### src/hw/rtl/tdwg_pkg.sv
// shared types, register map codes and sine table of the waveform generator
package tdwg_pkg;

  // register indexes on the configuration port
  localparam logic [2:0] REG_MODE      = 3'd0;
  localparam logic [2:0] REG_SQ_HALF   = 3'd1;
  localparam logic [2:0] REG_SINE_HOLD = 3'd2;
  localparam logic [2:0] REG_SQ_HIGH   = 3'd3;
  localparam logic [2:0] REG_SQ_LOW    = 3'd4;
  localparam logic [2:0] REG_TRI_STEP  = 3'd5;

  // waveform codes
  typedef enum logic [1:0] {
    MODE_SQUARE   = 2'd0,
    MODE_SINE     = 2'd1,
    MODE_TRIANGLE = 2'd2,
    MODE_OFF      = 2'd3
  } wave_mode_e;

  localparam int RomDepth = 128;
  localparam int DacBits  = 12;

  typedef logic [DacBits-1:0] dac_t;

  // one period from 0 to 3700 centered on 1850, unused tail reads as zero
  localparam dac_t SINE_ROM [RomDepth] = '{
    12'd1850, 12'd1966, 12'd2082, 12'd2197, 12'd2310, 12'd2422, 12'd2531, 12'd2638,
    12'd2741, 12'd2841, 12'd2937, 12'd3029, 12'd3116, 12'd3199, 12'd3275, 12'd3347,
    12'd3412, 12'd3471, 12'd3524, 12'd3570, 12'd3609, 12'd3642, 12'd3667, 12'd3685,
    12'd3696, 12'd3700, 12'd3696, 12'd3685, 12'd3667, 12'd3642, 12'd3609, 12'd3570,
    12'd3524, 12'd3471, 12'd3412, 12'd3347, 12'd3275, 12'd3199, 12'd3116, 12'd3029,
    12'd2937, 12'd2841, 12'd2741, 12'd2638, 12'd2531, 12'd2422, 12'd2310, 12'd2197,
    12'd2082, 12'd1966, 12'd1850, 12'd1734, 12'd1618, 12'd1503, 12'd1390, 12'd1278,
    12'd1169, 12'd1062, 12'd959,  12'd859,  12'd763,  12'd671,  12'd584,  12'd501,
    12'd425,  12'd353,  12'd288,  12'd229,  12'd176,  12'd130,  12'd91,   12'd58,
    12'd33,   12'd15,   12'd4,    12'd0,    12'd4,    12'd15,   12'd33,   12'd58,
    12'd91,   12'd130,  12'd176,  12'd229,  12'd288,  12'd353,  12'd425,  12'd501,
    12'd584,  12'd671,  12'd763,  12'd859,  12'd959,  12'd1062, 12'd1169, 12'd1278,
    12'd1390, 12'd1503, 12'd1618, 12'd1734, 12'd1850, 12'd0,    12'd0,    12'd0,
    12'd0,    12'd0,    12'd0,    12'd0,    12'd0,    12'd0,    12'd0,    12'd0,
    12'd0,    12'd0,    12'd0,    12'd0,    12'd0,    12'd0,    12'd0,    12'd0,
    12'd0,    12'd0,    12'd0,    12'd0,    12'd0,    12'd0,    12'd0,    12'd0
  };

endpackage

### src/hw/rtl/tick_driven_waveform_generator.sv
// top level of the tick driven waveform generator
//
//  channel | signals                                   | direction | moves
//  --------+-------------------------------------------+-----------+-------------------------
//  in      | in_valid_i, in_ready_o, tick_i            | in        | one timer tick request
//  out     | out_valid_o, out_ready_i, dac_value_o     | out       | one dac sample request
//  cfg     | psel, penable, pwrite, paddr, pwdata,     | in/out    | register write / read
//          | prdata, pready                            |           |
//
// one tick request is taken per cycle while in_ready_o is high; its sample (if any) is
// registered into the output register, or into the skid register behind a full one
// the rate is set by the single update of the counter / index registers per tick
// a two-entry output stage (output register plus skid register) keeps in_ready_o
// free of any combinational path from out_ready_i; input stalls only when both hold
// reset (asynchronous, active low) clears counters and output valids, sets the phase to
// rising and loads the register defaults; any write to the mode register also clears state
module tick_driven_waveform_generator #(
  parameter int TABLE_ENTRIES = 101,
  parameter int SAMPLE_BITS   = 12
) (
  input  logic        clk_i,
  input  logic        rst_ni,
  // tick channel
  input  logic        in_valid_i,
  output logic        in_ready_o,
  input  logic        tick_i,
  // sample channel
  output logic        out_valid_o,
  input  logic        out_ready_i,
  output logic [11:0] dac_value_o,
  // configuration port
  input  logic        psel,
  input  logic        penable,
  input  logic        pwrite,
  input  logic [4:0]  paddr,
  input  logic [31:0] pwdata,
  output logic [31:0] prdata,
  output logic        pready
);

  // index must hold TABLE_ENTRIES itself (sine index runs one past the end)
  localparam int IdxW  = $clog2(TABLE_ENTRIES + 1);
  localparam int ProdW = IdxW + 6;
  localparam logic [16:0] SampleMax = 17'((1 << SAMPLE_BITS) - 1);
  localparam logic [IdxW-1:0] IdxEnd  = IdxW'(TABLE_ENTRIES);
  localparam logic [IdxW-1:0] IdxTurn = IdxW'(TABLE_ENTRIES - 2);

  // configuration registers
  logic [1:0]  mode_q;
  logic [7:0]  sq_half_q;
  logic [7:0]  sine_hold_q;
  logic [11:0] sq_high_q;
  logic [11:0] sq_low_q;
  logic [5:0]  tri_step_q;

  // waveform state
  logic [7:0]      tick_cnt_q, tick_cnt_d;
  logic [IdxW-1:0] idx_q, idx_d;
  logic            phase_up_q, phase_up_d;

  // output stage
  logic [11:0] out_q, skid_q;
  logic        out_valid_q, skid_valid_q;

  logic        cfg_wr;
  logic [2:0]  reg_sel;
  logic        tick_acc;
  logic        emit;
  logic [11:0] sample;
  logic        pop;

  logic [7:0]       idx_wide;
  logic [6:0]       rom_addr;
  logic [ProdW-1:0] tri_prod;
  logic [16:0]      tri_ext;
  logic [16:0]      tri_sat;

  assign pready  = 1'b1;
  assign reg_sel = paddr[4:2];
  assign cfg_wr  = psel & penable & pwrite;

  // register read back
  always_comb begin
    prdata = '0;
    unique case (reg_sel)
      tdwg_pkg::REG_MODE:      prdata = 32'(mode_q);
      tdwg_pkg::REG_SQ_HALF:   prdata = 32'(sq_half_q);
      tdwg_pkg::REG_SINE_HOLD: prdata = 32'(sine_hold_q);
      tdwg_pkg::REG_SQ_HIGH:   prdata = 32'(sq_high_q);
      tdwg_pkg::REG_SQ_LOW:    prdata = 32'(sq_low_q);
      tdwg_pkg::REG_TRI_STEP:  prdata = 32'(tri_step_q);
      default:                 prdata = '0;
    endcase
  end

  always_ff @(posedge clk_i or negedge rst_ni) begin
    if (!rst_ni) begin
      mode_q      <= tdwg_pkg::MODE_SQUARE;
      sq_half_q   <= 8'd100;
      sine_hold_q <= 8'd1;
      sq_high_q   <= 12'd3700;
      sq_low_q    <= 12'd0;
      tri_step_q  <= 6'd37;
    end else if (cfg_wr) begin
      unique case (reg_sel)
        tdwg_pkg::REG_MODE:      mode_q      <= pwdata[1:0];
        tdwg_pkg::REG_SQ_HALF:   sq_half_q   <= pwdata[7:0];
        tdwg_pkg::REG_SINE_HOLD: sine_hold_q <= pwdata[7:0];
        tdwg_pkg::REG_SQ_HIGH:   sq_high_q   <= pwdata[11:0];
        tdwg_pkg::REG_SQ_LOW:    sq_low_q    <= pwdata[11:0];
        tdwg_pkg::REG_TRI_STEP:  tri_step_q  <= pwdata[5:0];
        default: ;
      endcase
    end
  end

  assign tick_acc = in_valid_i & in_ready_o & tick_i;

  // sine lookup: past the last entry the table restarts at entry 0
  assign idx_wide = 8'(idx_q);
  assign rom_addr = (idx_q < IdxEnd) ? idx_wide[6:0] : 7'd0;

  // triangle sample with saturation to the sample range
  assign tri_prod = ProdW'(idx_q) * ProdW'(tri_step_q);
  assign tri_ext  = 17'(tri_prod);
  assign tri_sat  = (tri_ext > SampleMax) ? SampleMax : tri_ext;

  // one tick of waveform state update
  always_comb begin
    tick_cnt_d = tick_cnt_q;
    idx_d      = idx_q;
    phase_up_d = phase_up_q;
    emit       = 1'b0;
    sample     = '0;
    if (tick_acc) begin
      unique case (mode_q)
        tdwg_pkg::MODE_SQUARE: begin
          if (tick_cnt_q == sq_half_q) begin
            emit       = 1'b1;
            sample     = phase_up_q ? sq_low_q : sq_high_q;
            phase_up_d = ~phase_up_q;
            tick_cnt_d = '0;
          end else begin
            tick_cnt_d = tick_cnt_q + 8'd1;
          end
        end
        tdwg_pkg::MODE_SINE: begin
          if (tick_cnt_q == sine_hold_q) begin
            emit       = 1'b1;
            sample     = tdwg_pkg::SINE_ROM[rom_addr];
            tick_cnt_d = '0;
            idx_d      = (idx_q < IdxEnd) ? idx_q + IdxW'(1) : '0;
          end else begin
            tick_cnt_d = tick_cnt_q + 8'd1;
          end
        end
        tdwg_pkg::MODE_TRIANGLE: begin
          emit   = 1'b1;
          sample = tri_sat[11:0];
          if (phase_up_q) begin
            if (idx_q <= IdxTurn) idx_d = idx_q + IdxW'(1);
            else                  phase_up_d = 1'b0;
          end else begin
            if (idx_q != '0) begin
              idx_d = idx_q - IdxW'(1);
            end else begin
              phase_up_d = 1'b1;
              idx_d      = IdxW'(1);
            end
          end
        end
        default: ;
      endcase
    end
  end

  always_ff @(posedge clk_i or negedge rst_ni) begin
    if (!rst_ni) begin
      tick_cnt_q <= '0;
      idx_q      <= '0;
      phase_up_q <= 1'b1;
    end else if (cfg_wr && reg_sel == tdwg_pkg::REG_MODE) begin
      tick_cnt_q <= '0;
      idx_q      <= '0;
      phase_up_q <= 1'b1;
    end else begin
      tick_cnt_q <= tick_cnt_d;
      idx_q      <= idx_d;
      phase_up_q <= phase_up_d;
    end
  end

  // output register with skid entry behind it
  assign pop        = out_valid_q & out_ready_i;
  assign in_ready_o = ~skid_valid_q;

  always_ff @(posedge clk_i or negedge rst_ni) begin
    if (!rst_ni) begin
      out_valid_q  <= 1'b0;
      skid_valid_q <= 1'b0;
    end else begin
      if (pop) begin
        if (skid_valid_q) begin
          skid_valid_q <= 1'b0;
        end else begin
          out_valid_q <= emit;
        end
      end else if (emit) begin
        if (!out_valid_q) out_valid_q  <= 1'b1;
        else              skid_valid_q <= 1'b1;
      end
    end
  end

  always_ff @(posedge clk_i) begin
    if (pop && skid_valid_q) begin
      out_q <= skid_q;
    end else if (emit && (pop || !out_valid_q)) begin
      out_q <= sample;
    end
    if (emit && out_valid_q && !pop) begin
      skid_q <= sample;
    end
  end

  assign out_valid_o = out_valid_q;
  assign dac_value_o = out_q;

  // skid entry is only ever filled behind a full output register
  a_skid_behind_out: assert property (@(posedge clk_i) disable iff (!rst_ni)
    skid_valid_q |-> out_valid_q)
    else $error("skid entry valid while output register empty");

  // after every triangle tick the output is valid on the next cycle
  a_tri_emits: assert property (@(posedge clk_i) disable iff (!rst_ni)
    (tick_acc && mode_q == tdwg_pkg::MODE_TRIANGLE) |=> out_valid_o)
    else $error("triangle tick produced no sample");

  // the table index never runs beyond one past the last entry
  a_idx_range: assert property (@(posedge clk_i) disable iff (!rst_ni)
    idx_q <= IdxEnd)
    else $error("table index out of range");

endmodule

### config.mk
export PLATFORM = sky130hd
export DESIGN_NAME = tick_driven_waveform_generator
export DESIGN_NICKNAME = d
export VERILOG_FILES = /design/src/hw/rtl/tdwg_pkg.sv /design/src/hw/rtl/tick_driven_waveform_generator.sv
export SDC_FILE = /design/constraint.sdc
export NUM_CORES = 1
export LEC_CHECK = 0
export BUFFER_PORTS_ARGS = -buffer_cell sky130_fd_sc_hd__buf_4
export CELL_PAD_IN_SITES_DETAIL_PLACEMENT = 1
export CELL_PAD_IN_SITES_GLOBAL_PLACEMENT = 1
export CORE_MARGIN = 5
export CORE_UTILIZATION = 46
export CTS_BUF_LIST = sky130_fd_sc_hd__clkbuf_16
export DETAILED_ROUTE_END_ITERATION = 10
export PLACE_DENSITY = 0.86
export SYNTH_ARGS = -nofsm -noshare
export SYNTH_HDL_FRONTEND = slang
export SYNTH_SLANG_ARGS = --single-unit
### constraint.sdc
create_clock -name clk_i -period 5.89 [get_ports clk_i]
set_input_delay 0 -clock clk_i [delete_from_list [all_inputs] [get_ports clk_i]]
set_output_delay 0 -clock clk_i [all_outputs]
set_load 0.02 [all_outputs]
==> metrics.txt <==
status finished, final reports clean; Avg Cell Area, Syn 8.57 sq um; final hold violation count 0; CP startpoint kind register; initial core utilization 46.3%; R2R Path End dac_value_o[0]; skew final 12.4 ps; Reg2Reg Launch Point tri_step_q[5]; share of cells above drive strength 1 17.4%; Hold Crit Depth 3; post-synthesis cell type count 77; Filler cells 2,151; GRT Total Usage 29.9%; Tcrit/Tclk final 87.1%; Clock Latency Late Sink 360 ps; Yosys reg bits 90; die area 21,500 sq um; maximum clock insertion buffer count 2; Hold Crit Class in -> reg; final setup violating endpoints 0; worst rel slew slack 23.1%; GRT Residual Overflow 0; # clock sinks 90; P&R area growth vs syn 9.48%; final net count 1,117; GP Congestion 1.02; fin crit period 5130 ps; critical path cell sequence nand2_1 -> fa_1 -> inv_1 -> fa_1 -> inv_1 -> fa_1 -> inv_1 -> ha_1 -> nand4_1 -> or3_1 -> a32o_1 -> a21oi_1 -> o21ai_0 -> a31oi_1 -> a21o_1; Seq/Total Area, Yosys 27.8%; Core Area 18,600 sq um; row count 50; MaxCap Viol Count 0; first-pass GRT wire length 51.1 mm; Gate Count Post-Synth 1,005; worst slew pin tran 1150 ps; number of port buffers 48; Worst EP required 6120 ps; critical path type reg -> reg; DR WL/cell 26.1 microns; static leakage 0.00401 uW; R2R setup slack 760 ps; vias 8,353; Die Y-Extent 147 microns; H-tree levels 3; r2r worst-path depth 15; Worst Hold End sine_hold_q[6]; Slowest cell on crit path dfstp_2; Post-synth ARST share 73.3%; WHS 284 ps; DP HPWL 23.2 mm; FF+latch area 2390 sq um; antenna violations before repair 0; Top FF cell, synth dfrtp_1; Syn. warnings 0; DRT Pass-1 Iters 5; vias in the first global route 8,547; most frequent cells in the layout nor2_1 (71), nand2_1 (71), buf_4 (67), o21ai_0 (61), a21oi_1 (59); Post-Route WL 32.8 mm; Setup TNS 0 ps; unrepaired setup endpoints after global routing no; CTS tree yes; TritonCTS Buffers 9; crit-path max cell delay 640 ps; Post-DRT Antenna Nets 0; Hold Crit Start paddr[4]; Post-CTS Resized 0; Syn Std Cell Area 8610 sq um; largest net degree at the start of global routing 71; Worst-path clk slew 70 ps; Vias/cell 6.65; Ports 92; Die W 147 microns; Pins Over Slew Limit 0; crit path max fanout 12; CTS root buffer clkbuf_16; antenna diode count 0; Crit. End Element register; Power Dens Cells 457 nW/um^2; initial drt markers 821; Worst Path Arrival 5360 ps; number of synthesized flops with an enable pin 24; DRC 0; Peak VDD IR 0.208 mV; fmax 195 MHz; Pwr Total 4310 uW; area occupied by multi-input gates 5620 sq um
-- registers in the layout, summed over array words and instances (netlist names), 7 cells and up --
register / cells
dac_value_o: 12
idx_q: 7
sine_hold_q: 8
skid_q: 12
sq_half_q: 8
sq_high_q: 12
sq_low_q: 12
tick_cnt_q: 8
-- area by class of cell --
type	count	share of cell area, %
clock buffer	9	2.39
tap	234	3.11
multi-input combinational	789	59.6
inverter	47	1.87
timing repair buffer	81	6.82
sequential	90	25.4
clock inverter	7	0.810
-- metal layers --
layer  GRT usage [%]  vias to the layer above  part of all wire, %
met5               0                        -                    0
met4            9.97                        0                  3.4
met3            7.19                       90                  8.7
met2            49.3                      422                   48
met1            38.6                     4167                   40
li1                -                     3674                    -
-- timing repair --
action                    4_1_cts  5_1_grt
setup buffers                   0        0
hold endpoints to repair      101        0
hold buffers                   14        0
-- cell usage after synthesis (all sizes together), types with 15 or more instances --
library cell | n | area [sq um]
mux2i | 19 | 190
clkbuf | 44 | 165
a31oi | 20 | 125
fa | 21 | 420
a211oi | 17 | 128
dfstp | 15 | 394
xor2 | 25 | 219
ha | 33 | 413
nand3 | 27 | 135
o21ai | 64 | 324
nand2b | 16 | 100
mux2 | 57 | 642
nor2 | 71 | 267
and2 | 35 | 219
buf | 54 | 330
edfxtp | 24 | 721
nor3 | 19 | 95.1
inv | 45 | 169
nand2 | 71 | 267
a21oi | 61 | 320
dfrtp | 51 | 1280
-- power breakdown --
group | internal [uW] | switching [uW]
registers | 778 | 189
clock network | 333 | 272
logic | 918 | 1820
total | 2030 | 2280
-- worst max-delay path by stage --
stage	depth (start not counted)	from	end	slack [ps]
2_1_floorplan	23	idx_q[3]	dac_value_o[11]	600
4_1_cts	15	tri_step_q[5]	dac_value_o[0]	880
3_3_place_gp	15	tri_step_q[5]	dac_value_o[7]	1040
6_report	15	tri_step_q[5]	dac_value_o[0]	760
5_1_grt	15	tri_step_q[5]	dac_value_o[0]	460
3_5_place_dp	15	tri_step_q[5]	dac_value_o[0]	880
-- per-stage QoR --
step,area (sq um),setup slack [ps],util [%],cells
finish,9420,758,50.7,1257
global route,9420,462,50.7,1257
CTS,9420,884,50.7,1257
detailed placement,8980,877,48.3,1227
global placement,8980,1040,48.3,1227
floorplan,8680,603,-,1024
-- cell families (layout without fill, tap and decap cells) --
group                    Yosys count  count (layout)  synth area share (%)
buffers and inverters            145             144                  7.81
AO/OA/AOI/OAI                    304             304                  24.1
other                              2              21                0.0872
AND/OR/NAND/NOR                  304             304                  17.9
adder cells (fa/ha/maj)           54              54                  9.68
XOR/XNOR                          30              30                  3.05
multiplexers                      76              76                  9.67
flip-flops                        90              90                  27.8
-- worst max-delay path: cells and delay by family (launching register included) --
kind / cells / cell delay [ps]
flip-flops: 1 / 640
AND/OR/NAND/NOR: 3 / 640
AO/OA/AOI/OAI: 5 / 1540
adder cells (fa/ha/maj): 4 / 2020
buffers and inverters: 3 / 170
(Power assumes the default switching activity.)
